**config.mk**
```make
export PLATFORM = sky130hd
export DESIGN_NAME = crp_queue
export DESIGN_NICKNAME = d
export VERILOG_FILES = /design/src/rtl/core/crp_pkg.sv /design/src/rtl/core/crp_queue.sv
export SDC_FILE = /design/constraint.sdc
export NUM_CORES = 1
export LEC_CHECK = 0
export ABC_AREA = 1
export BUFFER_PORTS_ARGS = -buffer_cell sky130_fd_sc_hd__clkbuf_2
export CORE_ASPECT_RATIO = 1.2
export CORE_MARGIN = 4
export CORE_UTILIZATION = 40
export CTS_CLUSTER_DIAMETER = 50
export DETAILED_ROUTE_END_ITERATION = 10
export GPL_ROUTABILITY_DRIVEN = 0
export SLEW_MARGIN = 25
export SYNTH_ARGS = -nofsm -noshare
export SYNTH_HDL_FRONTEND = slang
export SYNTH_SLANG_ARGS = --single-unit
```
**constraint.sdc**
```tcl
create_clock -name i_clk -period 1.9 [get_ports i_clk]
set_clock_uncertainty 0.05 [all_clocks]
set_input_delay 0.285 -clock i_clk [delete_from_list [all_inputs] [get_ports i_clk]]
set_output_delay 0.285 -clock i_clk [all_outputs]
set_load 0.05 [all_outputs]
```
**src/rtl/core/crp_pkg.sv**
```systemverilog
// Shared types and constants for the cell reference parser.
// No dependencies; imported by every other file of the block.
`timescale 1ns / 1ps

package crp_pkg;

    localparam int COL_W     = 15;
    localparam int ROW_W     = 24;
    localparam int CNT_W     = 4;
    localparam int LCNT_W    = 2;
    localparam int DCNT_W    = 3;
    localparam int VAL_W     = 5;
    localparam int APB_DW    = 32;
    localparam int APB_AW    = 3;

    localparam logic [LCNT_W-1:0] MAX_LETTERS = 2'd3;
    localparam logic [DCNT_W-1:0] MAX_DIGITS  = 3'd7;

    localparam logic [7:0] CHAR_DOLLAR = 8'h24;
    localparam logic [7:0] CHAR_ZERO   = 8'h30;
    localparam logic [7:0] CHAR_NINE   = 8'h39;
    localparam logic [7:0] CHAR_UP_A   = 8'h41;
    localparam logic [7:0] CHAR_UP_Z   = 8'h5A;
    localparam logic [7:0] CHAR_LO_A   = 8'h61;
    localparam logic [7:0] CHAR_LO_Z   = 8'h7A;

    // register index, taken from paddr[2]
    localparam logic REG_COL_LIMIT = 1'b0;
    localparam logic REG_ROW_LIMIT = 1'b1;

    localparam logic [COL_W-1:0] COL_LIMIT_RST = 15'd16384;
    localparam logic [ROW_W-1:0] ROW_LIMIT_RST = 24'd1048576;

    typedef enum logic [1:0] {
        CLS_OTHER,
        CLS_LETTER,
        CLS_DIGIT,
        CLS_DOLLAR
    } t_cls;

    // classified character handed from front to back
    typedef struct packed {
        logic             start;
        t_cls             cls;
        logic [VAL_W-1:0] val;    // letter 1..26 or digit 0..9
    } t_tok;

    // decided reference handed from back to result stage
    typedef struct packed {
        logic             fail;
        logic [ROW_W-1:0] row_acc;
        logic [COL_W-1:0] col_acc;
        logic             row_abs;
        logic             col_abs;
        logic [CNT_W-1:0] count;
    } t_dec;

    typedef struct packed {
        logic [COL_W-1:0] col_limit;
        logic [ROW_W-1:0] row_limit;
    } t_limits;

endpackage

```
**src/rtl/core/crp_queue.sv**
```systemverilog
// Two-entry token queue between front and back.
// Depends on crp_pkg.
`timescale 1ns / 1ps

module crp_queue
    import crp_pkg::*;
(
    input  logic i_clk,
    input  logic i_rst_n,
    input  logic i_push,
    input  t_tok i_tok,
    input  logic i_pop,
    output logic o_full,
    output logic o_valid,
    output t_tok o_tok
);

    t_tok       r_mem [2];
    logic       r_wr_ptr;
    logic       r_rd_ptr;
    logic [1:0] r_count;
    logic       n_wr_ptr;
    logic       n_rd_ptr;
    logic [1:0] n_count;

    assign o_full  = (r_count == 2'd2);
    assign o_valid = (r_count != 2'd0);
    assign o_tok   = r_mem[r_rd_ptr];

    always_comb begin
        n_wr_ptr = i_push ? ~r_wr_ptr : r_wr_ptr;
        n_rd_ptr = i_pop  ? ~r_rd_ptr : r_rd_ptr;
        n_count  = r_count + {1'b0, i_push} - {1'b0, i_pop};
    end

    always_ff @(posedge i_clk) begin
        if (i_push) begin
            r_mem[r_wr_ptr] <= i_tok;
        end
    end

    always_ff @(posedge i_clk) begin
        if (!i_rst_n) begin
            r_wr_ptr <= 1'b0;
            r_rd_ptr <= 1'b0;
            r_count  <= 2'd0;
        end else begin
            r_wr_ptr <= n_wr_ptr;
            r_rd_ptr <= n_rd_ptr;
            r_count  <= n_count;
        end
    end

endmodule

```
==> After elaboration in Yosys (flattened, before gate mapping) <==
Memories as Yosys holds them, arrays and structs flattened. A register that Yosys moved wholly into a read port is not among the register bits.
Cells that the tools add are included.
{ "totals": {"ff_bits": 4, "latch_bits": 0, "ram_bits": 16, "romBits": 0, "out_inout_bits": 10, "elab_cells": 14, "n_memories": 1} }
{ "op_classes": {"n_addsub": 2, "mul": 0, "div": 0, "n_lt_le_gt_ge": 0, "n_eq_ne": 1, "shift": 0, "mux": 4, "bitwise": 2, "n_reduce_logical": 1} }
{ "mem_list": {"columns": ["name", "depth", "word_bits", "rd", "rd_clocked_by_memory_dff", "wr", "line", "source"], "rows": [
  ["r_mem", 2, 8, 1, 1, 1, "crp_queue.sv:18", "t_tok r_mem [2];"]
]} }
{ "op_table": {"columns": ["operator", "count"], "rows": [
  ["1-bit 2-to-1 mux", 4],
  ["2-bit by 1-bit adder with 2-bit output", 1],
  ["2-bit equality test, second input constant", 1],
  ["1-bit inverter", 2],
  ["2-bit nonzero test", 1],
  ["2-bit by 1-bit subtractor with 2-bit output", 1]
]} }

==> Longest topological paths before layout <==
{ "logic_depth": {"word_depth": 3, "mapped_depth": 9, "mapped_depth_nobuf": 9} }

==> Least setup slack after synthesis <==
OpenSTA, ideal clock, no wires.
{ "synth_path": {"path_kind": "reg-to-output", "startpoint": "register r_count[1]", "endpoint": "output o_full", "arrival_time_ns": 1.006, "t_required_ns": 1.565, "path_slack_ns": 0.559, "path_stages_with_launch": 3, "n_path_buf": 0, "path_cell_list": "dfxtp_1 > inv_1 > nor2_1"} }
{ "synth_between": {"elab_chain_cells": 1} }
{ "synth_lines": {"columns": ["item", "line", "source"], "rows": [
  ["from (decl)", "crp_queue.sv:21", "logic [1:0] r_count;"],
  ["from (signal assigned)", "crp_queue.sv:50", "r_count <= n_count;"],
  ["2-bit equality test", "crp_queue.sv:26", "assign o_full = (r_count == 2'd2);"],
  ["to (decl)", "crp_queue.sv:13", "output logic o_full,"]
]} }
Every way passes these cells.

==> qor.txt <==
Share of the cycle needed by the critical path after routing - 88.6%
Filler instances - 182
Largest net degree at the start of global routing - 12
H-tree depth - 1
Cell area after placement - 962 um2
Antenna Diode Count - 0
Vertical die dimension - 58.1 um
Clock-pin slew on the worst setup and hold paths - 0.10 ns
Number of unique standard cell types used by synthesis - 10
Standard cell core area - 1910 um2
Number of global-route vias before repair - 511
PD cells - 952 nW/um2
Number of buffers created by CTS - 3
Critical path fanouts, max - 8
Iteration-0 DRC count of the detailed router - 4
Sequential share of the synthesized area - 69.4%
Biggest area consumer among synthesized cells - sky130_fd_sc_hd__edfxtp_1
Finished Cell Area - 990 um2
Max-slew headroom at the worst pin - 78.3%
Synthesized Nets - 72
TritonCTS clock tree - done
Wire length of the first global-routing pass - 2.08 mm
Instance count after placement with tap cells included - 98
Post-Layout Cell Count - 102
Number of synthesized register bits - 21
Final Hold Violating Endpoints - 0
Number of stages on the worst hold path - 1
Area added between synthesis and finish - 18.2%
Area occupied by multi-input gates - 219 um2
Post-route DRC violation count - 0
Post-detailed-route wirelength per cell - 11.1 um
Final HPWL DP - 890 um
Data required time of the worst path - 1.56 ns
Worst vdd rail ir drop - 0.556 mV
Tightest Pin Transition - 0.324 ns
Gr usage total - 9.49%
Post-Syn Area per Cell - 14.4 um2
Critical path start-end classification - reg -> out
Post-detailed-route via-to-cell ratio - 4.71
Classification of the worst-slack hold path - in -> reg
Via count - 480
Total of warnings raised by yosys - 0
Final max-slew violation count - 0
Initial Utilization - 43.7%
Number of buffers on the longest clock path - 2
Residual antenna-violating net count after detailed routing - 0
Register area - 582 um2
Time the final worst path needs with I/O delays and setup - 1.68 ns
Number of setup violations in the final report - 0
Hold path start - i_tok[3]
Run status - finished clean
Leakage power summed over all cells - 0.457 nW
Number of antenna violations at the first check in global routing - 0
Worst Hold Slack - 0.128 ns
Port-buffer cells - 21
Die span in x - 49.8 um
Insertion delay to the later sink of the worst-skew pair - 0.29 ns
Global route overflow - 0
Synthesized instance count - 58
Ratio of cells with drive above 1 in the final layout - 41.0%
# Post-CTS Setup Buffers - 0
Final-stage net count - 98
Clock sinks - 21
Setup total negative slack - 0 ns
Area of the die - 2890 um2
Area fraction of the dominant cell type after synthesis - 57.4%
Register-to-Register Path Depth - 8
Top achievable clock speed - 0.594 GHz
Max-cap violation count - 0
First drt pass iteration count - 4
Worst EP arrival - 1.35 ns
RR Startpoint - r_count[0]
Unrepaired setup endpoints after global routing - no
Number of top-level design ports - 22
Count of standard-cell rows - 17
Top cells by area in the synthesized netlist - sky130_fd_sc_hd__edfxtp_1 57%, sky130_fd_sc_hd__mux2_4 14%, sky130_fd_sc_hd__dfxtp_1 12%, sky130_fd_sc_hd__nand2_1 4.0%, sky130_fd_sc_hd__nor2_1 3.6%
Critical path launch point type - flop
Cell Area, Synth - 837 um2
Endpoint type of the worst setup path - output port
Root cell of the clock tree - sky130_fd_sc_hd__clkbuf_4
Final WL - 1.14 mm
final cells by class:
cell class | count | area share, %
Inverter | 7 | 2.65
Multi-Input combinational cell | 29 | 22.1
Clock buffer | 4 | 2.65
Tap cell | 19 | 2.40
Timing Repair Buffer | 22 | 11.4
Sequential cell | 21 | 58.8
synthesized netlist by cell type (all sizes together):
cell / count
nand3: 1
edfxtp: 16
buf: 1
ha: 2
dfxtp: 5
mux2: 8
a21oi: 1
inv: 7
nor2: 8
nand2: 9
layout by cell type (no fill, tap or decap), drive strengths merged:
cell type  count
clkbuf        25
edfxtp        16
nand2          9
mux2           8
nor2           8
inv            7
dfxtp          5
ha             2
a21oi          1
nand3          1
buf            1
critical path: stages (launching register included):
cell	delay, ns
sky130_fd_sc_hd__dfxtp_2	0.49
sky130_fd_sc_hd__mux2_4	0.33
sky130_fd_sc_hd__clkbuf_2	0.24
flip-flops by register name (all words and copies together) (netlist names), named ones only:
register,count
r_count,2
r_mem,16
r_wr_ptr,1
r_rd_ptr,1
kinds of logic after synthesis:
kind of cell / after synthesis / synth area share, %
adders and majority gates: 2 / 2.99
buffers and inverters: 8 / 4.48
and+or+nand+nor: 18 / 8.22
DFF: 21 / 69.4
muxes: 8 / 14.4
AOI/OAI and AO/OA: 1 / 0.597
report_power, final:
part	switching [mW]	leakage (nW)	total [mW]	internal, mW
registers	0.0159	0.192	0.542	0.526
logic	0.135	0.250	0.200	0.0652
clock network	0.119	0.0150	0.200	0.0815
total	0.269	0.457	0.942	0.672
repair_timing:
item                                   4_1_cts  5_1_grt
resized for setup                            0        1
hold buffers                                 0        0
endpoints found under the hold margin        0        0
setup endpoints to repair                    0        6
through the flow:
step                      setup WS (ns)  power (mW)  utilization (%)
after global routing              0.151       0.998             51.7
after global placement            0.381       0.750             50.3
after CTS                        0.0323       0.959             51.6
final                             0.217       0.942             51.7
after detailed placement          0.374       0.755             50.3
after floorplan                   0.559       0.709                -
worst paths after layout:
path                 endpoint  slack, ns
hold / removal    r_mem[1][3]       0.13
setup / recovery     o_tok[4]       0.22
setup reg to reg   r_count[1]       0.59
hold reg to reg      r_wr_ptr       0.46
layer usage:
metal | part of all wire, % | GRT usage [%]
met5 | 0 | 0
met4 | 0.70 | 5.93
met3 | 6.1 | 2.57
met2 | 50 | 15.9
met1 | 43 | 10.7
(Power assumes the default switching activity.)
