[src/rtl/core/crp_pkg.sv]
// Shared types and constants for the cell reference parser.
// No dependencies; imported by every other file of the block.
`timescale 1ns / 1ps

package crp_pkg;

    localparam int COL_W     = 15;
    localparam int ROW_W     = 24;
    localparam int CNT_W     = 4;
    localparam int LCNT_W    = 2;
    localparam int DCNT_W    = 3;
    localparam int VAL_W     = 5;
    localparam int APB_DW    = 32;
    localparam int APB_AW    = 3;

    localparam logic [LCNT_W-1:0] MAX_LETTERS = 2'd3;
    localparam logic [DCNT_W-1:0] MAX_DIGITS  = 3'd7;

    localparam logic [7:0] CHAR_DOLLAR = 8'h24;
    localparam logic [7:0] CHAR_ZERO   = 8'h30;
    localparam logic [7:0] CHAR_NINE   = 8'h39;
    localparam logic [7:0] CHAR_UP_A   = 8'h41;
    localparam logic [7:0] CHAR_UP_Z   = 8'h5A;
    localparam logic [7:0] CHAR_LO_A   = 8'h61;
    localparam logic [7:0] CHAR_LO_Z   = 8'h7A;

    // register index, taken from paddr[2]
    localparam logic REG_COL_LIMIT = 1'b0;
    localparam logic REG_ROW_LIMIT = 1'b1;

    localparam logic [COL_W-1:0] COL_LIMIT_RST = 15'd16384;
    localparam logic [ROW_W-1:0] ROW_LIMIT_RST = 24'd1048576;

    typedef enum logic [1:0] {
        CLS_OTHER,
        CLS_LETTER,
        CLS_DIGIT,
        CLS_DOLLAR
    } t_cls;

    // classified character handed from front to back
    typedef struct packed {
        logic             start;
        t_cls             cls;
        logic [VAL_W-1:0] val;    // letter 1..26 or digit 0..9
    } t_tok;

    // decided reference handed from back to result stage
    typedef struct packed {
        logic             fail;
        logic [ROW_W-1:0] row_acc;
        logic [COL_W-1:0] col_acc;
        logic             row_abs;
        logic             col_abs;
        logic [CNT_W-1:0] count;
    } t_dec;

    typedef struct packed {
        logic [COL_W-1:0] col_limit;
        logic [ROW_W-1:0] row_limit;
    } t_limits;

endpackage

[src/rtl/core/crp_ifs.sv]
// Valid/ready channel interfaces for the parser's input and result streams.
// Depends on crp_pkg for field widths.
`timescale 1ns / 1ps

interface crp_in_if;
    logic       valid;
    logic       ready;
    logic [7:0] char_in;
    logic       start_req;

    modport source (output valid, output char_in, output start_req, input ready);
    modport sink   (input valid, input char_in, input start_req, output ready);
endinterface


[src/rtl/core/crp_front.sv]
// Front end: accepts characters and classifies them into tokens.
// Depends on crp_pkg and crp_in_if.
`timescale 1ns / 1ps

module crp_front
    import crp_pkg::*;
(
    crp_in_if.sink  i_in,
    input  logic    i_q_full,
    output logic    o_push,
    output t_tok    o_tok
);

    logic [7:0] w_ch;
    logic       w_letter;
    logic       w_digit;

    assign w_ch     = i_in.char_in;
    assign w_letter = ((w_ch >= CHAR_UP_A) && (w_ch <= CHAR_UP_Z)) ||
                      ((w_ch >= CHAR_LO_A) && (w_ch <= CHAR_LO_Z));
    assign w_digit  = (w_ch >= CHAR_ZERO) && (w_ch <= CHAR_NINE);

    assign i_in.ready = !i_q_full;
    assign o_push     = i_in.valid && !i_q_full;

    always_comb begin
        o_tok.start = i_in.start_req;
        o_tok.val   = '0;
        if (w_letter) begin
            o_tok.cls = CLS_LETTER;
            // low five bits of 'A'..'Z' and 'a'..'z' are already 1..26
            o_tok.val = w_ch[VAL_W-1:0];
        end else if (w_digit) begin
            o_tok.cls = CLS_DIGIT;
            o_tok.val = {1'b0, w_ch[3:0]};
        end else if (w_ch == CHAR_DOLLAR) begin
            o_tok.cls = CLS_DOLLAR;
        end else begin
            o_tok.cls = CLS_OTHER;
        end
    end

endmodule

[src/flat_wrapper.sv]
// flat-port wrapper written by rule: the top's interface ports become plain ports
module crp_front_flat import crp_pkg::*;
  (i_q_full, o_push, o_tok, i_in_valid, i_in_char_in, i_in_start_req, i_in_ready);
  crp_in_if i_in_i ();
  input  logic i_q_full;
  output logic o_push;
  output t_tok o_tok;
  input wire logic [$bits(i_in_i.valid)-1:0] i_in_valid;
  input wire logic [$bits(i_in_i.char_in)-1:0] i_in_char_in;
  input wire logic [$bits(i_in_i.start_req)-1:0] i_in_start_req;
  output wire logic [$bits(i_in_i.ready)-1:0] i_in_ready;
  assign i_in_i.valid = i_in_valid;
  assign i_in_i.char_in = i_in_char_in;
  assign i_in_i.start_req = i_in_start_req;
  assign i_in_ready = i_in_i.ready;
  crp_front u_core (.i_in(i_in_i), .i_q_full(i_q_full), .o_push(o_push), .o_tok(o_tok));
endmodule
[config.mk]
export PLATFORM = sky130hd
export DESIGN_NAME = crp_front_flat
export DESIGN_NICKNAME = d
export VERILOG_FILES = /design/src/rtl/core/crp_pkg.sv /design/src/rtl/core/crp_ifs.sv /design/src/rtl/core/crp_front.sv /design/src/flat_wrapper.sv
export SDC_FILE = /design/constraint.sdc
export NUM_CORES = 1
export LEC_CHECK = 0
export ABC_AREA = 0
export ABC_CLOCK_PERIOD_IN_PS = 1100
export BUFFER_PORTS_ARGS = -buffer_cell sky130_fd_sc_hd__buf_2
export CAP_MARGIN = 20
export CORE_AREA = 2 2 39 41
export DETAILED_ROUTE_END_ITERATION = 6
export DIE_AREA = 0 0 41 43
export PLACE_DENSITY_LB_ADDON = 0.08
export SYNTH_ARGS = -nofsm -noshare
export SYNTH_HDL_FRONTEND = slang
export SYNTH_SLANG_ARGS = --single-unit
[constraint.sdc]
create_clock -name vclk -period 1.1
set_clock_uncertainty 0.1 [all_clocks]
set_input_delay 0.22 -clock vclk [all_inputs]
set_output_delay 0.22 -clock vclk [all_outputs]
set_load 0.005 [all_outputs]
# Word level (Yosys, flattened, before mapping)
# Index checks and enable logic that the tools add are counted.
dict set report word_totals {
  out_inout_bits 10
  in_bits 11
  wordCells 17
  ff_bits 0
}
dict set report classes {
  muxes 4
  n_reduce_logical 6
  n_lt_le_gt_ge 6
  n_eq_ne 1
}
# operator n
set ops {}
lappend ops {{$ge A8 B7 Y1 const B} 2}
lappend ops {{$le A8 B7 Y1 const B} 2}
lappend ops {{$eq A8 B6 Y1 const B} 1}
lappend ops {{$ge A8 B6 Y1 const B} 1}
lappend ops {{$le A8 B6 Y1 const B} 1}
lappend ops {{$mux W7} 1}
lappend ops {{$logic_and A1 B1 Y1} 4}
lappend ops {{$mux W2} 2}
lappend ops {{$mux W4} 1}
lappend ops {{$logic_not A1 Y1} 1}
lappend ops {{$logic_or A1 B1 Y1} 1}

# Longest topological paths before layout
# Gate-level depths: netlist of run 1.
dict set report depth {
  depth_word 4
  ltp_mapped 3
  depth_no_buf 3
}

# Worst setup path before layout of run 1
# Ideal clock, no wire load.
dict set report synth_timing {
  kind {in2out}
  startpoint {input i_in_char_in[6]}
  endpoint {output o_tok[0] (netlist name)}
  path_stages 3
  arrival_ns 0.763
  n_path_buf 0
  path_slack_ns 0.017
  cell_sequence {nor3b_2 > nand3_1 > a21boi_0}
}
# element line_no
set synth_lines {}
lappend synth_lines {{start: declaration} flat_wrapper.sv:9} ;# input wire logic [$bits(i_in_i.char_in)-1:0] i_in_char_in;
lappend synth_lines {{end: declaration} flat_wrapper.sv:7} ;# output t_tok o_tok;

==> results of run 1 <==
==> critical path: cells and delay by family <==
family          cells  cell delay [ns]
buf+inv             2             0.23
compound gates      1             0.04
simple gates        2             0.47
==> metrics by stage <==
step,TNS [ns],instances
6_report,-1.06,59
5_1_grt,-1.66,59
4_1_cts,-1.12,59
3_5_place_dp,-1.58,59
3_3_place_gp,-1.56,59
2_1_floorplan,0,22
==> final cells by class <==
cell class / instances / area (um^2)
Inverter: 2 / 7.51
Fill cell: 161 / 1040
Tap cell: 16 / 20.0
Timing Repair Buffer: 22 / 156
Multi-Input combinational cell: 19 / 155
==> final timing paths <==
kind	startpoint	endpoint	slack, ns	depth (start not counted)
setup / recovery	i_in_char_in[4]	o_tok[5]	-0.19	5
hold / removal	i_in_start_req	o_tok[7]	0.34	0
==> synth_stat cells, drive strengths merged <==
cell type | instances | area (um^2)
nand2 | 2 | 7.51
nor2 | 1 | 3.75
a21boi | 4 | 30.0
buf | 1 | 7.51
nand3 | 1 | 5.00
o21ai | 2 | 13.8
inv | 2 | 7.51
nor3b | 1 | 12.5
a21oi | 2 | 10.0
nor4 | 1 | 21.3
nor2b | 4 | 25.0
a22oi | 1 | 7.51
==> power groups by stage <==
| stage | Combinational [W] | Clock (W) | Sequential, W |
|---|---|---|---|
| 3_5_place_dp | 0.0000848 | 0 | 0 |
| 3_3_place_gp | 0.0000851 | 0 | 0 |
| 4_1_cts | 0.000105 | 0 | 0 |
| 5_1_grt | 0.000118 | 0 | 0 |
| 6_report | 0.000108 | 0 | 0 |
| 2_1_floorplan | 0.0000325 | 0 | 0 |
==> timing repair <==
item | in CTS | in global routing
endpoints found under the hold margin | 0 | 0
endpoints found under the setup margin | 7 | 7
pin swaps | 8 | 4
gates resized for setup | 15 | 3
cloned | 0 | 0
==> layer usage <==
metal / GRT usage [%] / wire length [um] / vias to the layer above
met5: 0 / 0 / -
met3: 0.524 / 73 / 0
met2: 12.2 / 295 / 11
met1: 6.65 / 170 / 101
li1: - / - / 119
met4: 0 / 0 / 0
==> cells by family after synthesis <==
logic type	count (synthesis)
AOI/OAI and AO/OA	9
and+or+nand+nor	10
buffers and inverters	3
==> metrics.cfg, run 1 <==
[routing]
drtIter0Drc = 0
wire_per_inst_um = 9.14
drc = 0
drtPass1Iterations = 1
antenna_left = 0
via_count = 231
drt-vias-per-instance = 3.92
wirelength_um = 539

[floorplanning]
core.rowCount = 14
dieArea_um2 = 1760
die_x_um = 41
initial_core_util_pct = 10.9
io_pins = 21
core_um2 = 1380
fp.dieH_um = 43

[synth]
avgSynthCellArea_um2 = 6.88
synth_top_family_by_area = simple AND/OR/NAND/NOR gates
ys_seq_area_share_pct = 0
synth_area_um2 = 151
synth_nets = 33
synth_xor_area_share_pct = 0
synth_mux_area_share_pct = 0
synthCells = 22
ys_warn_count = 0
synth_fa_ha_area_share_pct = 0
synth_compound_area_share_pct = 40.5
synth-simple-area-share_pct = 49.6
synth.distinct_cells = 13

[sta]
whs_ns = 0.340
rsz0062_at_grt = true
finalCritPeriodShare_pct = 117
min_period_ns = 1.29
relSlewSlack_pct = 83.1
max_freq_mhz = 778
final-setup-viol-count = 7
report.final.slew_viol_count = 0
fin_ws_ns = -0.185
worst_pin_slew_ns = 0.252
hold_violations = 0

[clock_network]
cts_setup_buffers = 0
ctsHoldBuffers = 0

[pwr]
vdd_ir_drop_max_uv = 63.1
p_leak_nw = 0.166
power.density_nw_per_um2 = 318
p_clk_share_pct = 0
p_switching_w = 0.0000448
internal-power_w = 0.0000628
power_frac_seq_pct = 0
combPwrFrac_pct = 100.0
p_sw_share_pct = 41.6
p_total_w = 0.000108

[global_routing]
grt_overflow_total = 0
grt_pass1_wl_um = 814
grt_pass1_vias = 201
antenna_found_initial = 0
grt_max_degree = 7
track_usage_pct = 6.09

[worst_setup_path]
path_cells = buf_8 > nor4_4 > nor2b_1 > a21oi_1 > buf_2
cp_max_fo = 3
cp.required_ns = 0.78
cp_slowest_cell = nor4_4
cp-start-kind = primary input
max_stage_delay_ns = 0.31
arrival_ns = 0.97
end_kind = output port
critical_path_class = primary input to output port

[run]
cap_violations = 0

[layout]
seq_cells = 0
num-nets-final = 56
fin_util_pct = 24.5
diodes = 0
drive_above_1_share_pct = 65.1
final_cell_mix = 14 x buf_2, 4 x nor2b_1, 4 x a21boi_1, 4 x buf_4, 3 x buf_8
final_area_um2 = 339
syn2layout_area_growth_pct = 124
layout_commonest_cell = buf_2
nClkBuffers = 0
regArea_um2 = 0

[placement]
routabilityCongestion = 0.696
placed_cell_area_um2 = 282
dp_slack_ns = -0.271
port_buffers = 19

[min_path]
hold_class = primary input to output port

[run_status]
failed_checks = negative setup slack
status = finished with violations

Power figures use the tool's default switching activity.
==> inputs of run 2 (changes only) <==
--- a/config.mk
+++ b/config.mk
@@ -12,7 +12,8 @@
 export CORE_AREA = 2 2 39 41
 export DETAILED_ROUTE_END_ITERATION = 6
 export DIE_AREA = 0 0 41 43
-export PLACE_DENSITY_LB_ADDON = 0.08
+export PLACE_DENSITY = 0.43
+export RECOVER_POWER = 100
 export SYNTH_ARGS = -nofsm -noshare
 export SYNTH_HDL_FRONTEND = slang
 export SYNTH_SLANG_ARGS = --single-unit
==> run 2 against run 1 <==
Net effect:
- worst setup slack worse by 0.032 ns
- first-iteration DRC count stayed put
- fmax is 2.4% lower
- flip-flop and latch count stayed put
- hold slack hardly changed
- core utilization is 3.9 points higher
- the flow still finishes with violations (negative setup slack)
==> metrics.cfg, run 2 (synthesis results as in run 1) <==
[floorplanning]
die_x_um = 41
initial_core_util_pct = 10.9
dieArea_um2 = 1760
io_pins = 21
fp.dieH_um = 43
core.rowCount = 14
core_um2 = 1380

[pwr]
internal-power_w = 0.0000758
p_clk_share_pct = 0
p_sw_share_pct = 40.6
power.density_nw_per_um2 = 324
vdd_ir_drop_max_uv = 62.3
p_switching_w = 0.0000517
power_frac_seq_pct = 0
combPwrFrac_pct = 100.0
p_leak_nw = 0.176

[placement]
dp_hpwl_um = 416
routabilityCongestion = 0.652
port_buffers = 19
placed_cell_area_um2 = 282
placedCellCount = 59
dp_slack_ns = -0.287

[layout]
regArea_um2 = 0
final_cell_mix = 10 x buf_2, 4 x a21boi_1, 4 x buf_8, 4 x buf_4, 3 x buf_6
drive_above_1_share_pct = 68.2
syn2layout_area_growth_pct = 160
fillers = 161
layout_commonest_cell = buf_2
nClkBuffers = 0
fin_util_pct = 28.4
diodes = 0
instances_no_fill = 60
final_area_um2 = 393
num-nets-final = 57
seq_cells = 0

[run_status]
failed_checks = negative setup slack
status = finished with violations

[routing]
drc = 0
drt-vias-per-instance = 4.05
drtPass1Iterations = 1
via_count = 243
wirelength_um = 553
wire_per_inst_um = 9.22
drtIter0Drc = 0
antenna_left = 0

[run]
cap_violations = 0

[global_routing]
grt_pass1_vias = 213
grt_pass1_wl_um = 745
grt_max_degree = 7
track_usage_pct = 5.49
antenna_found_initial = 0
grt_overflow_total = 0

[worst_setup_path]
critical_path_class = primary input to output port
cp-start-kind = primary input
cp.required_ns = 0.78
path_cells = buf_8 > nor4_4 > nor2b_4 > a21oi_2 > buf_2
cp_max_fo = 3
max_stage_delay_ns = 0.31
end_kind = output port
cp_slowest_cell = nor4_4
arrival_ns = 1.00

[sta]
tns_ns = -1.11
final-setup-viol-count = 7
hold_violations = 0
rsz0062_at_grt = true
fin_ws_ns = -0.217
finalCritPeriodShare_pct = 120
relSlewSlack_pct = 82.4
max_freq_mhz = 759
report.final.slew_viol_count = 0
min_period_ns = 1.32
worst_pin_slew_ns = 0.262

[min_path]
hold_end = o_tok[7]
hold_class = primary input to output port
holdCritStartpoint = i_in_start_req
min_path_cells = 0

-- run 2: through the flow --
step / total power [W] / hold slack, ns
2_1_floorplan: 0.0000325 / 0.367
3_3_place_gp: 0.0000841 / 0.340
3_5_place_dp: 0.0000846 / 0.340
4_1_cts: 0.000122 / 0.340
5_1_grt: 0.000137 / 0.340
6_report: 0.000127 / 0.340
-- run 2: critical path, delay by kind of cell --
family	cells	cell delay (ns)
buffers and inverters	2	0.22
AOI/OAI and AO/OA	1	0.03
and+or+nand+nor	2	0.51
-- run 2: worst max path at each step --
stage          cells after the start       startpoint       end  slack [ns]
4_1_cts                            5  i_in_char_in[3]  o_tok[5]       -0.21
5_1_grt                            5  i_in_char_in[0]  o_tok[5]       -0.26
6_report                           5  i_in_char_in[0]  o_tok[5]       -0.22
3_5_place_dp                       5  i_in_char_in[6]  o_tok[0]       -0.29
2_1_floorplan                      3  i_in_char_in[6]  o_tok[0]        0.02
3_3_place_gp                       5  i_in_char_in[6]  o_tok[0]       -0.27
-- run 2: cell type report --
cell class	count	area, um^2	share of cell area (%)
Multi-Input combinational cell	19	184	46.8
Timing Repair Buffer	23	181	46.2
Tap cell	16	20.0	5.10
Inverter	2	7.51	1.91
-- run 2: power groups by stage --
stage | registers [W] | clock network (W) | logic, W
2_1_floorplan | 0 | 0 | 0.0000325
3_3_place_gp | 0 | 0 | 0.0000841
3_5_place_dp | 0 | 0 | 0.0000846
4_1_cts | 0 | 0 | 0.000122
5_1_grt | 0 | 0 | 0.000137
6_report | 0 | 0 | 0.000127
-- run 2: repair_timing --
item	CTS	global route
resized for setup	24	6
hold buffers	0	0
setup buffers	1	0
pin swaps	9	4
setup endpoints to repair	7	7
-- run 2: per-layer routing --
metal / GRT usage (%) / part of all wire [%] / vias to the layer above
li1: - / - / 124
met1: 5.38 / 36 / 108
met2: 11.9 / 56 / 11
met3: 0 / 7.6 / 0
met4: 0 / 0 / 0
met5: 0 / 0 / -
==> inputs of run 3 (changes only) <==
--- a/config.mk
+++ b/config.mk
@@ -6,7 +6,6 @@
 export NUM_CORES = 1
 export LEC_CHECK = 0
 export ABC_AREA = 0
-export ABC_CLOCK_PERIOD_IN_PS = 1100
 export BUFFER_PORTS_ARGS = -buffer_cell sky130_fd_sc_hd__buf_2
 export CAP_MARGIN = 20
 export CORE_AREA = 2 2 39 41
@@ -14,6 +13,7 @@
 export DIE_AREA = 0 0 41 43
 export PLACE_DENSITY = 0.43
 export RECOVER_POWER = 100
+export REMOVE_ABC_BUFFERS = 1
 export SYNTH_ARGS = -nofsm -noshare
 export SYNTH_HDL_FRONTEND = slang
 export SYNTH_SLANG_ARGS = --single-unit
==> run 3 against run 2 <==
Net effect:
- the flow still finishes with violations (negative setup slack)
- via count is 4.5% lower
- fmax rose by 2.5%
- critical path depth is the same
- hold slack did not move
- routed wire length up 0.36%
- flip-flop and latch count is the same
- first-iteration DRC count grew 2
- design area fell by 11%
- largest cell class unchanged
==> metrics.cfg, run 3 (synthesis results as in run 1) <==
[routing]
via_count = 232
drtPass1Iterations = 3
drt-vias-per-instance = 3.93
wire_per_inst_um = 9.41
drtIter0Drc = 2
drc = 0
antenna_left = 0
wirelength_um = 555

[floorplanning]
core_um2 = 1380
core.rowCount = 14
die_x_um = 41
fp.dieH_um = 43
io_pins = 21
initial_core_util_pct = 10.9
dieArea_um2 = 1760

[sta]
max_freq_mhz = 778
min_period_ns = 1.29
final-setup-viol-count = 7
tns_ns = -1.11
finalCritPeriodShare_pct = 117
report.final.slew_viol_count = 0
relSlewSlack_pct = 83.4
whs_ns = 0.340
rsz0062_at_grt = true
fin_ws_ns = -0.185
hold_violations = 0
worst_pin_slew_ns = 0.247

[pwr]
p_switching_w = 0.0000481
combPwrFrac_pct = 100.0
vdd_ir_drop_max_uv = 51.1
power_frac_seq_pct = 0
p_clk_share_pct = 0
p_leak_nw = 0.167
power.density_nw_per_um2 = 322
p_sw_share_pct = 42.4
internal-power_w = 0.0000652

[run]
cap_violations = 0

[layout]
diodes = 0
final_cell_mix = 11 x buf_2, 5 x buf_4, 4 x nor2b_1, 4 x buf_6, 3 x a21boi_1
final_area_um2 = 352
fillers = 157
regArea_um2 = 0
nClkBuffers = 0
num-nets-final = 56
layout_commonest_cell = buf_2
seq_cells = 0
syn2layout_area_growth_pct = 132
drive_above_1_share_pct = 67.4

[global_routing]
antenna_found_initial = 0
grt_pass1_vias = 191
track_usage_pct = 5.49
grt_max_degree = 7
grt_overflow_total = 0
grt_pass1_wl_um = 710

[placement]
routabilityCongestion = 0.638
dp_hpwl_um = 419
port_buffers = 19
placed_cell_area_um2 = 274

[run_status]
status = finished with violations
failed_checks = negative setup slack

[worst_setup_path]
cp-start-kind = primary input
cp.required_ns = 0.78
arrival_ns = 0.97
end_kind = output port
critical_path_class = primary input to output port
cp_max_fo = 4

[min_path]
hold_class = primary input to output port

[clock_network]
ctsHoldBuffers = 0

==> run 3: final cells by class <==
type / count / area, um^2 / share of cell area (%)
Multi-Input combinational cell: 19 / 166 / 47.3
Timing Repair Buffer: 22 / 158 / 44.8
Tap cell: 16 / 20.0 / 5.69
Inverter: 2 / 7.51 / 2.14
==> run 3: per-layer routing <==
metal  routed length [um]  up-vias  global-route usage, %
met5                    0        -                      0
met4                    0        0                      0
met3                   52        0                      0
met2                  281       13                   11.6
met1                  221      100                   5.70
li1                     -      119                      -
==> run 3: worst paths after layout <==
| check | start | end | slack (ns) | cells past startpoint |
|---|---|---|---|---|
| setup / recovery | i_in_char_in[3] | o_tok[5] | -0.19 | 5 |
| hold / removal | i_in_start_req | o_tok[7] | 0.34 | 0 |
==> run 3: stage by stage <==
| step | utilization (%) | instances | worst slack [ns] | power (W) |
|---|---|---|---|---|
| final | 25.4 | 59 | -0.185 | 0.000113 |
| after global routing | 25.4 | 59 | -0.237 | 0.000123 |
| after CTS | 25.4 | 59 | -0.198 | 0.000114 |
| after detailed placement | 19.8 | 58 | -0.333 | 0.0000822 |
| after global placement | 19.8 | 58 | -0.296 | 0.0000821 |
| after floorplan | - | 21 | 0.0169 | 0.0000296 |
==> run 3: worst max-delay path, stage by stage <==
cell     delay [ns]
buf_8          0.10
nor4_4         0.30
nor2b_1        0.16
a21oi_1        0.05
buf_2          0.13
==> run 3: what timing repair did <==
item                       in CTS  in global routing
setup endpoints to repair       7                  7
resized for setup              21                  0
setup buffers                   1                  0
pin swaps                      10                  1
==> run 3: power by group through the flow <==
stage          Clock [W]  Sequential (W)  Combinational, W
5_1_grt                0               0          0.000123
6_report               0               0          0.000113
2_1_floorplan          0               0         0.0000296
3_3_place_gp           0               0         0.0000821
4_1_cts                0               0          0.000114
3_5_place_dp           0               0         0.0000822
