File: src/rtl/core/crp_pkg.sv
// Shared types and constants for the cell reference parser.
// No dependencies; imported by every other file of the block.
`timescale 1ns / 1ps

package crp_pkg;

    localparam int COL_W     = 15;
    localparam int ROW_W     = 24;
    localparam int CNT_W     = 4;
    localparam int LCNT_W    = 2;
    localparam int DCNT_W    = 3;
    localparam int VAL_W     = 5;
    localparam int APB_DW    = 32;
    localparam int APB_AW    = 3;

    localparam logic [LCNT_W-1:0] MAX_LETTERS = 2'd3;
    localparam logic [DCNT_W-1:0] MAX_DIGITS  = 3'd7;

    localparam logic [7:0] CHAR_DOLLAR = 8'h24;
    localparam logic [7:0] CHAR_ZERO   = 8'h30;
    localparam logic [7:0] CHAR_NINE   = 8'h39;
    localparam logic [7:0] CHAR_UP_A   = 8'h41;
    localparam logic [7:0] CHAR_UP_Z   = 8'h5A;
    localparam logic [7:0] CHAR_LO_A   = 8'h61;
    localparam logic [7:0] CHAR_LO_Z   = 8'h7A;

    // register index, taken from paddr[2]
    localparam logic REG_COL_LIMIT = 1'b0;
    localparam logic REG_ROW_LIMIT = 1'b1;

    localparam logic [COL_W-1:0] COL_LIMIT_RST = 15'd16384;
    localparam logic [ROW_W-1:0] ROW_LIMIT_RST = 24'd1048576;

    typedef enum logic [1:0] {
        CLS_OTHER,
        CLS_LETTER,
        CLS_DIGIT,
        CLS_DOLLAR
    } t_cls;

    // classified character handed from front to back
    typedef struct packed {
        logic             start;
        t_cls             cls;
        logic [VAL_W-1:0] val;    // letter 1..26 or digit 0..9
    } t_tok;

    // decided reference handed from back to result stage
    typedef struct packed {
        logic             fail;
        logic [ROW_W-1:0] row_acc;
        logic [COL_W-1:0] col_acc;
        logic             row_abs;
        logic             col_abs;
        logic [CNT_W-1:0] count;
    } t_dec;

    typedef struct packed {
        logic [COL_W-1:0] col_limit;
        logic [ROW_W-1:0] row_limit;
    } t_limits;

endpackage

File: src/rtl/core/crp_back.sv
// Back end: grammar state machine and accumulators; takes one token per cycle
// unless stalled. Depends on crp_pkg; hands decided references to crp_result.
`timescale 1ns / 1ps

module crp_back
    import crp_pkg::*;
(
    input  logic i_clk,
    input  logic i_rst_n,
    input  logic i_tok_valid,
    input  t_tok i_tok,
    output logic o_pop,
    input  logic i_adv,
    output logic o_dec_valid,
    output t_dec o_dec
);

    localparam logic [2:0] PH_IDLE         = 3'd0;
    localparam logic [2:0] PH_BEGIN        = 3'd1;
    localparam logic [2:0] PH_LETTER_FIRST = 3'd2;
    localparam logic [2:0] PH_LETTERS      = 3'd3;
    localparam logic [2:0] PH_DIGIT_FIRST  = 3'd4;
    localparam logic [2:0] PH_DIGITS       = 3'd5;

    logic [2:0]        r_phase,   n_phase;
    logic [COL_W-1:0]  r_col,     n_col;
    logic [ROW_W-1:0]  r_row,     n_row;
    logic [LCNT_W-1:0] r_lcnt,    n_lcnt;
    logic [DCNT_W-1:0] r_dcnt,    n_dcnt;
    logic              r_col_abs, n_col_abs;
    logic              r_row_abs, n_row_abs;
    logic [CNT_W-1:0]  r_cnt,     n_cnt;
    logic              r_dec_valid, n_dec_valid;
    t_dec              r_dec,     n_dec;

    logic [2:0]        w_phase;
    logic [COL_W-1:0]  w_col;
    logic [ROW_W-1:0]  w_row;
    logic [LCNT_W-1:0] w_lcnt;
    logic [DCNT_W-1:0] w_dcnt;
    logic              w_col_abs;
    logic              w_row_abs;
    logic [CNT_W-1:0]  w_cnt;
    logic [COL_W+4:0]  w_col_mul;
    logic [ROW_W+3:0]  w_row_mul;
    logic [COL_W-1:0]  w_col_next;
    logic [ROW_W-1:0]  w_row_next;
    logic [DCNT_W-1:0] w_dcnt_next;
    logic [CNT_W-1:0]  w_cnt_next;
    logic              w_dec_ready;
    logic              w_emit;

    assign w_dec_ready = !r_dec_valid || i_adv;
    assign o_pop       = i_tok_valid && w_dec_ready;
    assign o_dec_valid = r_dec_valid;
    assign o_dec       = r_dec;

    // a start token discards any reference in progress
    always_comb begin
        w_phase   = i_tok.start ? PH_BEGIN : r_phase;
        w_col     = i_tok.start ? '0 : r_col;
        w_row     = i_tok.start ? '0 : r_row;
        w_lcnt    = i_tok.start ? '0 : r_lcnt;
        w_dcnt    = i_tok.start ? '0 : r_dcnt;
        w_col_abs = i_tok.start ? 1'b0 : r_col_abs;
        w_row_abs = i_tok.start ? 1'b0 : r_row_abs;
        w_cnt     = i_tok.start ? '0 : r_cnt;
    end

    // col*26 + letter, row*10 + digit, as shift-adds
    always_comb begin
        w_col_mul   = {1'b0, w_col, 4'b0} + {2'b0, w_col, 3'b0} + {4'b0, w_col, 1'b0}
                    + {{(COL_W){1'b0}}, i_tok.val};
        w_row_mul   = {1'b0, w_row, 3'b0} + {3'b0, w_row, 1'b0}
                    + {{(ROW_W-1){1'b0}}, i_tok.val};
        w_col_next  = w_col_mul[COL_W-1:0];
        w_row_next  = w_row_mul[ROW_W-1:0];
        w_dcnt_next = w_dcnt + 1'b1;
        w_cnt_next  = w_cnt + 1'b1;
    end

    always_comb begin
        n_phase     = r_phase;
        n_col       = r_col;
        n_row       = r_row;
        n_lcnt      = r_lcnt;
        n_dcnt      = r_dcnt;
        n_col_abs   = r_col_abs;
        n_row_abs   = r_row_abs;
        n_cnt       = r_cnt;
        w_emit      = 1'b0;
        n_dec.fail    = 1'b1;
        n_dec.row_acc = w_row;
        n_dec.col_acc = w_col;
        n_dec.row_abs = w_row_abs;
        n_dec.col_abs = w_col_abs;
        n_dec.count   = w_cnt;

        if (o_pop) begin
            n_phase   = w_phase;
            n_col     = w_col;
            n_row     = w_row;
            n_lcnt    = w_lcnt;
            n_dcnt    = w_dcnt;
            n_col_abs = w_col_abs;
            n_row_abs = w_row_abs;
            n_cnt     = w_cnt;

            unique case (w_phase)
                PH_BEGIN, PH_LETTER_FIRST: begin
                    if (i_tok.cls == CLS_LETTER) begin
                        n_col   = w_col_next;
                        n_lcnt  = w_lcnt + 1'b1;
                        n_cnt   = w_cnt_next;
                        n_phase = PH_LETTERS;
                    end else if (i_tok.cls == CLS_DOLLAR && w_phase == PH_BEGIN) begin
                        n_col_abs = 1'b1;
                        n_cnt     = w_cnt_next;
                        n_phase   = PH_LETTER_FIRST;
                    end else begin
                        w_emit  = 1'b1;
                        n_phase = PH_IDLE;
                    end
                end
                PH_LETTERS, PH_DIGIT_FIRST, PH_DIGITS: begin
                    priority if (i_tok.cls == CLS_LETTER && w_phase == PH_LETTERS &&
                                 w_lcnt < MAX_LETTERS) begin
                        n_col  = w_col_next;
                        n_lcnt = w_lcnt + 1'b1;
                        n_cnt  = w_cnt_next;
                    end else if (i_tok.cls == CLS_DOLLAR && w_phase == PH_LETTERS) begin
                        n_row_abs = 1'b1;
                        n_cnt     = w_cnt_next;
                        n_phase   = PH_DIGIT_FIRST;
                    end else if (i_tok.cls == CLS_DIGIT) begin
                        n_row   = w_row_next;
                        n_dcnt  = w_dcnt_next;
                        n_cnt   = w_cnt_next;
                        n_phase = PH_DIGITS;
                        // seventh digit closes the reference and belongs to it
                        if (w_dcnt_next >= MAX_DIGITS) begin
                            w_emit        = 1'b1;
                            n_phase       = PH_IDLE;
                            n_dec.fail    = 1'b0;
                            n_dec.row_acc = w_row_next;
                            n_dec.count   = w_cnt_next;
                        end
                    end else if (w_phase == PH_DIGITS) begin
                        // terminator: decide on what has been gathered
                        w_emit     = 1'b1;
                        n_phase    = PH_IDLE;
                        n_dec.fail = (w_dcnt == '0);
                    end else begin
                        w_emit  = 1'b1;
                        n_phase = PH_IDLE;
                    end
                end
                default: begin
                    n_phase = PH_IDLE;
                end
            endcase
        end

        n_dec_valid = (r_dec_valid && !i_adv) || w_emit;
    end

    always_ff @(posedge i_clk) begin
        if (w_emit) begin
            r_dec <= n_dec;
        end
    end

    always_ff @(posedge i_clk) begin
        if (!i_rst_n) begin
            r_phase     <= PH_IDLE;
            r_col       <= '0;
            r_row       <= '0;
            r_lcnt      <= '0;
            r_dcnt      <= '0;
            r_col_abs   <= 1'b0;
            r_row_abs   <= 1'b0;
            r_cnt       <= '0;
            r_dec_valid <= 1'b0;
        end else begin
            r_phase     <= n_phase;
            r_col       <= n_col;
            r_row       <= n_row;
            r_lcnt      <= n_lcnt;
            r_dcnt      <= n_dcnt;
            r_col_abs   <= n_col_abs;
            r_row_abs   <= n_row_abs;
            r_cnt       <= n_cnt;
            r_dec_valid <= n_dec_valid;
        end
    end

endmodule

File: config.mk
export PLATFORM = sky130hd
export DESIGN_NAME = crp_back
export DESIGN_NICKNAME = d
export VERILOG_FILES = /design/src/rtl/core/crp_pkg.sv /design/src/rtl/core/crp_back.sv
export SDC_FILE = /design/constraint.sdc
export NUM_CORES = 1
export LEC_CHECK = 0
export BUFFER_PORTS_ARGS = -buffer_cell sky130_fd_sc_hd__buf_2
export CAP_MARGIN = 20
export CORE_MARGIN = 3
export CORE_UTILIZATION = 40
export DETAILED_ROUTE_END_ITERATION = 8
export SLEW_MARGIN = 20
export SYNTH_ARGS = -nofsm -noshare
export SYNTH_HDL_FRONTEND = slang
export SYNTH_SLANG_ARGS = --single-unit
File: constraint.sdc
create_clock -name i_clk -period 10.67 [get_ports i_clk]
set_input_delay 2.134 -clock i_clk [delete_from_list [all_inputs] [get_ports i_clk]]
set_output_delay 2.134 -clock i_clk [all_outputs]
set_load 0.005 [all_outputs]
-- Word-level counts from Yosys, hierarchy flattened
Index checks and enable logic that the tools add are counted.
- input port bits: 12
- output and inout bits: 48
- flip-flop bits (word level): 100
- bitwise gates (word level): 2
- muxes and demuxes: 63
- equality and inequality tests: 8
- reductions and logical operators: 14
- order comparisons: 2
- $add $sub $neg: 8
- operator list (kind ; number):
    $mux W24 ; 10
    $mux W4 ; 12
    $mux W15 ; 3
    $add A15 B15 Y15 ; 2
    $mux W3 ; 10
    $pmux W15 S2 ; 1
    $mux W25 ; 1
    $add A24 B24 Y24 ; 1
    $add A24 B5 Y24 ; 1
    $mux W1 ; 17
    $add A15 B5 Y15 ; 1
    $mux W2 ; 5
    $pmux W4 S2 ; 1
    $eq A3 B2 Y1 const B ; 2
    $eq A3 B3 Y1 const B ; 2
    $logic_and A1 B1 Y1 ; 6
    $pmux W3 S2 ; 1
    $add A4 B1 Y4 const B ; 1
    $eq A2 B2 Y1 const B ; 2
    $pmux W2 S2 ; 1
    $reduce_or A4 Y1 ; 1
    $add A3 B1 Y3 const B ; 1
    $eq A3 B1 Y1 const B ; 1
    $ge A3 B3 Y1 const B ; 1
    other kinds (10) ; 13

-- Depth between registers and ports, before layout
Gate-level depths: netlist of run 1.
- depth in word-level cells: 10
- mapped depth: 18
- gate-level depth less buffers: 16

-- Least setup slack after synthesis of run 1
No wires, ideal clock.
- kind: in2reg
- start: input port i_tok[7] (netlist name)
- end: register r_dec, in the netlist o_dec[0] (enable)
- stages on the path: 13
- path slack: 4130 ps
- arrival: 6075 ps
- path buffers: 2
- path through: buf_2 -> inv_1 -> clkbuf_1 -> nand2_1 -> inv_1 -> ha_1 -> inv_1 -> a22oi_1 -> o221ai_1 -> a21boi_0 -> o22ai_1 -> nand2b_1 -> a21oi_1
- word-level cells in the longest chain between the ends: 9
- RTL lines (element ; RTL line ; text):
    start, declared ; crp_back.sv:11 ; input t_tok i_tok,
    $mux W3 ; crp_back.sv:64 ; w_dcnt = i_tok.start ? '0 : r_dcnt;
    $add A3 B1 Y3 ; crp_back.sv:78 ; w_dcnt_next = w_dcnt + 1'b1;
    $ge A3 B3 Y1 ; crp_back.sv:141 ; if (w_dcnt_next >= MAX_DIGITS) begin
    $mux W1 ; crp_back.sv:141 ;
    $mux W1 ; crp_back.sv:135 ; end else if (i_tok.cls == CLS_DIGIT) begin
    $mux W1 ; crp_back.sv:131 ; end else if (i_tok.cls == CLS_DOLLAR && w_phase == PH_LETTERS) begin
    $mux W1 ; crp_back.sv:126 ; priority if (i_tok.cls == CLS_LETTER && w_phase == PH_LETTERS &&
    $pmux W1 S2 * ; crp_back.sv:109 ; unique case (w_phase)
    $mux W1 * ; crp_back.sv:99 ; if (o_pop) begin
    via w_emit ; crp_back.sv:51 ; logic w_emit;
    end signal, assigned ; crp_back.sv:169 ; r_dec <= n_dec;
    end, declared ; crp_back.sv:34 ; t_dec r_dec, n_dec;
Mark *: on every way through the listed nets, which the timed path passes. The rest lies on a longest branch.
A chain may end at the register's enable or synchronous reset.

-- Final worst setup path of run 1
- start: input port i_tok[7] (netlist name)
- end: register r_col[13]
- word-level cells in the longest chain between the ends: 6
- RTL lines (element ; RTL line ; text):
    $mux W15 or $mux W3 (tied branches) ; crp_back.sv:61, crp_back.sv:60 ;
    $add A15 B15 Y15 or $eq A3 B2 Y1 (tied branches) ; crp_back.sv:72, crp_back.sv:109, crp_back.sv:126 ;
    $add A15 B15 Y15 or $logic_and A1 B1 Y1 (tied branches) ; crp_back.sv:72, crp_back.sv:126 ;
    $add A15 B5 Y15 or $logic_and A1 B1 Y1 (tied branches) ; crp_back.sv:73, crp_back.sv:126 ;
    $mux W15, on equally long branches ; crp_back.sv:126, crp_back.sv:111 ;
    $pmux W15 S2 * ; crp_back.sv:109 ;
    end signal, assigned ; crp_back.sv:186 ; r_col <= n_col;
    end, declared ; crp_back.sv:26 ; logic [COL_W-1:0] r_col, n_col;
Every way passes the cells marked *; elsewhere a longest branch is shown, timed or not.

==> results of run 1 <==
==> critical path, delay by kind of cell <==
family | cells | cell delay, ps
mux | 1 | 300
compound gates | 6 | 1160
simple gates | 2 | 330
fa+ha+maj | 3 | 1490
buf+inv | 4 | 1040
==> path summary, 6_finish.rpt <==
path                to  cells past startpoint
max          r_col[13]                     16
min          r_row[17]                      2
max reg2reg  r_col[13]                     13
min reg2reg  r_row[17]                      2
==> cells in the final DEF (no fill, tap or decap), drive strengths merged, types with 3 or more instances in the layout <==
master,netlist,layout
inv,41,41
a21bo,3,3
nor2,26,26
xnor2,29,29
a21oi,32,32
buf,10,65
nand4b,3,3
o21bai,3,3
a31o,3,3
nor3,5,5
a31oi,5,5
ha,70,70
a22oi,31,31
o21a,8,8
edfxtp,46,46
a21boi,7,7
mux2,14,14
fa,15,15
o211ai,5,5
nor2b,70,70
nand2b,9,9
a21o,20,20
nand2,56,56
dfxtp,54,54
o21ai,46,46
clkinv,0,6
nand3,21,21
and2,5,5
xor2,9,9
clkbuf,20,10
==> power by group through the flow <==
stage,Clock [mW],Sequential [mW],Combinational [mW]
after detailed placement,0,0.423,0.0615
after global routing,0.325,0.416,0.0682
after global placement,0,0.423,0.0600
final,0.302,0.415,0.0609
after CTS,0.312,0.415,0.0619
after floorplan,0,0.425,0.0367
==> layer usage <==
metal / global-route usage / wire length [um]
met1: 0.2125 / 6934
met2: 0.2788 / 7155
met3: 0.02563 / 411
met4: 0.05991 / 264
met5: 0 / 0
==> area by class of cell <==
type,count,share of cell area
clock buffers,10,0.03072
multi-input cells,522,0.5321
clock inverters,6,0.004197
repair buffers,65,0.04566
well taps,216,0.03626
flip-flops and latches,100,0.3304
inverters,41,0.02065
==> registers in the layout, summed over array words and instances (netlist names), 2 cells and up <==
signal   flops
r_lcnt       2
r_phase      3
o_dec       46
r_row       24
r_dcnt       3
r_cnt        4
r_col       15
==> cell families (layout without fill, tap and decap cells) <==
family / count (synthesis) / in the layout / share of synthesized area
compound gates: 178 / 178 / 0.1762
mux: 14 / 14 / 0.02354
simple gates: 207 / 207 / 0.1655
buf+inv: 71 / 122 / 0.04167
xor+xnor: 38 / 38 / 0.04970
fa+ha+maj: 85 / 85 / 0.1756
flops: 100 / 100 / 0.3677
==> through the flow <==
| stage | util | area (sq um) | std cells | setup slack, ps | total power [mW] |
|---|---|---|---|---|---|
| detailed placement | 0.4464 | 7193 | 944 | 4091 | 0.4849 |
| CTS | 0.4625 | 7453 | 960 | 4457 | 0.7888 |
| floorplan | - | 6696 | 693 | 4130 | 0.4621 |
| global route | 0.4625 | 7453 | 960 | 4210 | 0.8093 |
| finish | 0.4625 | 7453 | 960 | 4457 | 0.7777 |
| global placement | 0.4464 | 7193 | 944 | 4272 | 0.4834 |
==> results.py, run 1 <==
metrics = {
    "run_status": {
        "status": "complete, no violations",
    },
    "grt": {
        "track_usage": 0.1644,
        "grt_pass1_vias": 5037,
        "grt_start_max_net_pins": 65,
        "overflow": 0,
        "grt_pass1_wl_um": 24420,
        "antenna_found_initial": 0,
    },
    "cells_and_area": {
        "seq_area_sq_mm": 0.002462,
        "diodes": 0,
        "multi_input_area_sq_mm": 0.003966,
        "syn2layout_area_growth_pct": 11.30,
        "drive_above_1_share": 0.1411,
        "fillers": 1514,
        "fin_nets": 836,
    },
    "power_and_ir_drop": {
        "ir_worst_vdd_mv": 0.07686,
        "p_leak_nw": 3.414,
        "clockPowerShare": 0.388,
        "p_switching_uw": 189.5,
        "powerDensity_mw_per_mm2": 104.3,
        "combPwrFrac": 0.078,
        "p_int_uw": 588.2,
        "sw_frac_of_total": 0.2436,
        "power_frac_seq": 0.534,
    },
    "clock_tree": {
        "cts_resized": 0,
        "clkTransAtPathRegs_ps": 70,
        "cts_tree": "yes",
        "clockBufferDepth": 2,
        "cts_root_buffer": "clkbuf_16",
        "cts-hold-fix-buffers": 0,
        "cts_setup_buffers": 0,
        "clkLatencyLatePin_ps": 360,
        "clkSinkCount": 100,
        "numCtsBuffers": 9,
        "h-tree-depth": 3,
    },
    "timing": {
        "clock_skew_ps": 8.372,
        "setup_tns_ps": 0,
        "whs_ps": 464.8,
        "rsz0062_at_grt": "false",
        "setup_viol": 0,
        "maxSlewViolCount": 0,
        "worst_slew_pin_slew_ps": 1117,
        "period_share": 0.5823,
        "relSlewSlack": 0.2528,
        "finalHoldViolCount": 0,
        "fmax_mhz": 160.9,
        "final.min_clock_period_ps": 6213,
    },
    "synth": {
        "synth-seq-area-share": 0.3677,
        "syn_nets": 790,
        "synth_commonest_cells": "ha_1, nor2b_1, nand2_1, dfxtp_1, edfxtp_1",
        "synth_area_leaders": "edfxtp_1, dfxtp_1, ha_1",
        "synth_area_sq_mm": 0.006696,
        "synthArstFlopShare": 0,
        "netlist_instances": 693,
        "synth-seq-cells": 100,
        "synth_edf_count": 46,
        "yosysTopAreaCell": "edfxtp_1",
        "netlist.area_leader.share": 0.2063,
        "yosysUniqueCellTypes": 64,
        "synthFlopType": "dfxtp_1",
        "yosysWarnings": 0,
        "syn_avg_cell_area_sq_um": 9.663,
    },
    "route": {
        "vias": 5078,
        "drtAntennaViolNets": 0,
        "drc_errors": 0,
        "vias_per_cell": 5.290,
        "drt-wirelength-per-cell_um": 15.38,
        "drtIter0Drc": 351,
        "drt_pass1_iterations": 4,
        "routed_wl_um": 14770,
    },
    "worst_hold_path": {
        "hold_path.class": "register to register",
        "worstHoldStart": "r_row[17]",
    },
    "placement": {
        "globalplace.congestion": 0.8726,
        "portBuffers": 59,
        "dp.final_hpwl_um": 10370,
    },
    "worst_setup_path": {
        "crit_chain": "buf_2 -> buf_4 -> inv_1 -> nand2_1 -> fa_1 -> fa_1 -> inv_1 -> fa_1 -> a21o_1 -> a21oi_2 -> nor2b_1 -> o21a_1 -> a21bo_1 -> a41o_1 -> mux2_1 -> a21oi_1",
        "slowest_delay_ps": 540,
        "r2r_start": "r_col[1]",
        "worstSetupStartpoint": "i_tok[7]",
        "worstPathMaxFanout": 64,
        "cp-end-kind": "register",
        "r2r_setup_slack_ps": 7020,
        "cp-start-kind": "input port",
        "cp_slowest_cell": "fa_1",
        "cp.required_ps": 10960,
        "worstPathArrival_ps": 6500,
        "crit_type": "input port to register",
        "cp_common_cell": "fa_1",
    },
    "die": {
        "die_y_um": 135.4,
        "io-pin-count": 60,
        "row_count": 46,
        "core_area_sq_mm": 0.01612,
        "die_w_um": 135.4,
        "start_util": 0.4155,
        "dieArea_sq_mm": 0.01833,
    },
    "run": {
        "drv_cap": 0,
    },
}
Note: power is estimated with default switching activity, not from simulation.
==> inputs of run 2 (changes only) <==
clock period = 5.75 ns   (was 10.67 ns; I/O delays follow)
==> results.py, run 2 (same netlist as run 1, synthesis figures left out) <==
metrics = {
    "worst_setup_path": {
        "crit_type": "input port to register",
        "crit_chain": "buf_2 -> inv_1 -> nand2_1 -> inv_1 -> fa_1 -> ha_1 -> ha_1 -> fa_1 -> a21o_1 -> a21oi_2 -> nor2b_1 -> o21a_1 -> a21bo_1 -> a41o_1 -> mux2_1 -> a21oi_1",
        "cp-end-kind": "register",
        "slowest_delay_ps": 430,
        "cp_top_family": "adder cells",
        "cp.required_ps": 6040,
        "worst-path-buf-inv": 3,
        "worstRegToRegCells": 13,
        "cp-start-kind": "input port",
        "crit_cells": 16,
        "worstPathArrival_ps": 4890,
        "cp_slowest_cell": "fa_1",
        "worstPathMaxFanout": 13,
    },
    "route": {
        "drt_pass1_iterations": 5,
        "drtIter0Drc": 391,
        "drtAntennaViolNets": 0,
        "vias": 5100,
        "drc_errors": 0,
        "drt-wirelength-per-cell_um": 15.42,
        "vias_per_cell": 5.313,
        "routed_wl_um": 14800,
    },
    "timing": {
        "finalWorstSetupSlack_ps": 1149,
        "fmax_mhz": 217.4,
        "worst_slew_pin_slew_ps": 1025,
        "maxSlewViolCount": 0,
        "setup_tns_ps": 0,
        "finalHoldViolCount": 0,
        "clock_skew_ps": 6.211,
        "rsz0062_at_grt": "false",
        "final.min_clock_period_ps": 4601,
        "setup_viol": 0,
        "whs_ps": 459.7,
        "relSlewSlack": 0.3168,
        "period_share": 0.8001,
    },
    "run_status": {
        "status": "complete, no violations",
    },
    "clock_tree": {
        "numCtsBuffers": 9,
        "h-tree-depth": 3,
        "clkSinkCount": 100,
        "clockBufferDepth": 2,
        "cts_tree": "yes",
        "clkTransAtPathRegs_ps": 60,
        "cts_resized": 0,
        "cts_root_buffer": "clkbuf_16",
        "clkLatencyLatePin_ps": 350,
        "cts_setup_buffers": 0,
        "cts-hold-fix-buffers": 0,
    },
    "die": {
        "row_count": 46,
        "die_y_um": 135.4,
        "core_area_sq_mm": 0.01612,
        "io-pin-count": 60,
        "die_w_um": 135.4,
        "dieArea_sq_mm": 0.01833,
        "start_util": 0.4155,
    },
    "power_and_ir_drop": {
        "power_mw": 1.544,
        "powerDensity_mw_per_mm2": 205.2,
        "ir_worst_vdd_mv": 0.1528,
        "p_leak_nw": 3.439,
    },
    "cells_and_area": {
        "layout_common_cells": "nor2b_1, ha_1, buf_2, nand2_1, dfxtp_1",
        "fin_nets": 836,
        "diodes": 0,
        "drive_above_1_share": 0.1425,
        "syn2layout_area_growth_pct": 12.39,
        "largest_reg_flops": 46,
    },
    "grt": {
        "track_usage": 0.1664,
        "grt_pass1_wl_um": 24710,
        "grt_pass1_vias": 4993,
        "antenna_found_initial": 0,
        "grt_start_max_net_pins": 64,
        "overflow": 0,
    },
    "worst_hold_path": {
        "min_path_cells": 2,
        "hold_path.class": "register to register",
    },
    "run": {
        "drv_cap": 0,
    },
    "placement": {
        "post-place-ws_ps": 757.3,
        "globalplace.congestion": 0.8373,
        "dp.final_hpwl_um": 10370,
        "portBuffers": 59,
    },
}
## run 2: changes by cell type in the layout (fill, tap and decap cells not counted), sizes merged
| cell | before | now |
|---|---|---|
| clkinv | 6 | 0 |
| bufinv | 0 | 2 |
| clkbuf | 10 | 14 |
## run 2: worst register-to-register path: stages, from the launching register on
cell     delay [ps]
dfxtp_1         340
nand2_1         130
fa_1            500
fa_1            510
inv_1            70
fa_1            460
a21o_1          210
a21oi_2         170
nor2b_1          70
o21a_1          190
a21bo_1         210
a41o_1          240
mux2_1          300
a21oi_1         130
## run 2: routing by layer
layer	global-route usage	routed length (um)	share of wire
met3	0.02749	542	0.037
met1	0.2179	6885	0.47
met2	0.2774	7068	0.48
met5	0	0	0
met4	0.06159	303	0.020
## run 2: stage by stage
step	util	instance area, sq um	cells
CTS	0.4668	7523	960
detailed placement	0.4474	7209	944
finish	0.4670	7526	960
floorplan	-	6696	693
global placement	0.4471	7206	944
global route	0.4670	7526	960
## run 2: final cells by class
class	count	area (sq um)
fill	1519	8589
sequential	100	2462
multi-input combinational	522	3973
timing repair buffer	65	352.8
clock buffer	14	254.0
clock inverter	2	60.06
tap	216	270.3
inverter	41	153.9
## run 2: power breakdown
part / switching [mW] / internal, mW
sequential: 0.00755 / 0.763
clock: 0.264 / 0.395
combinational: 0.0748 / 0.0408
## run 2: final timing paths
path	start	slack, ps	endpoint
min	r_row[17]	460	r_row[17]
max	i_tok[7]	1150	r_col[13]
min reg2reg	r_row[17]	460	r_row[17]
max reg2reg	r_col[1]	2170	r_col[13]
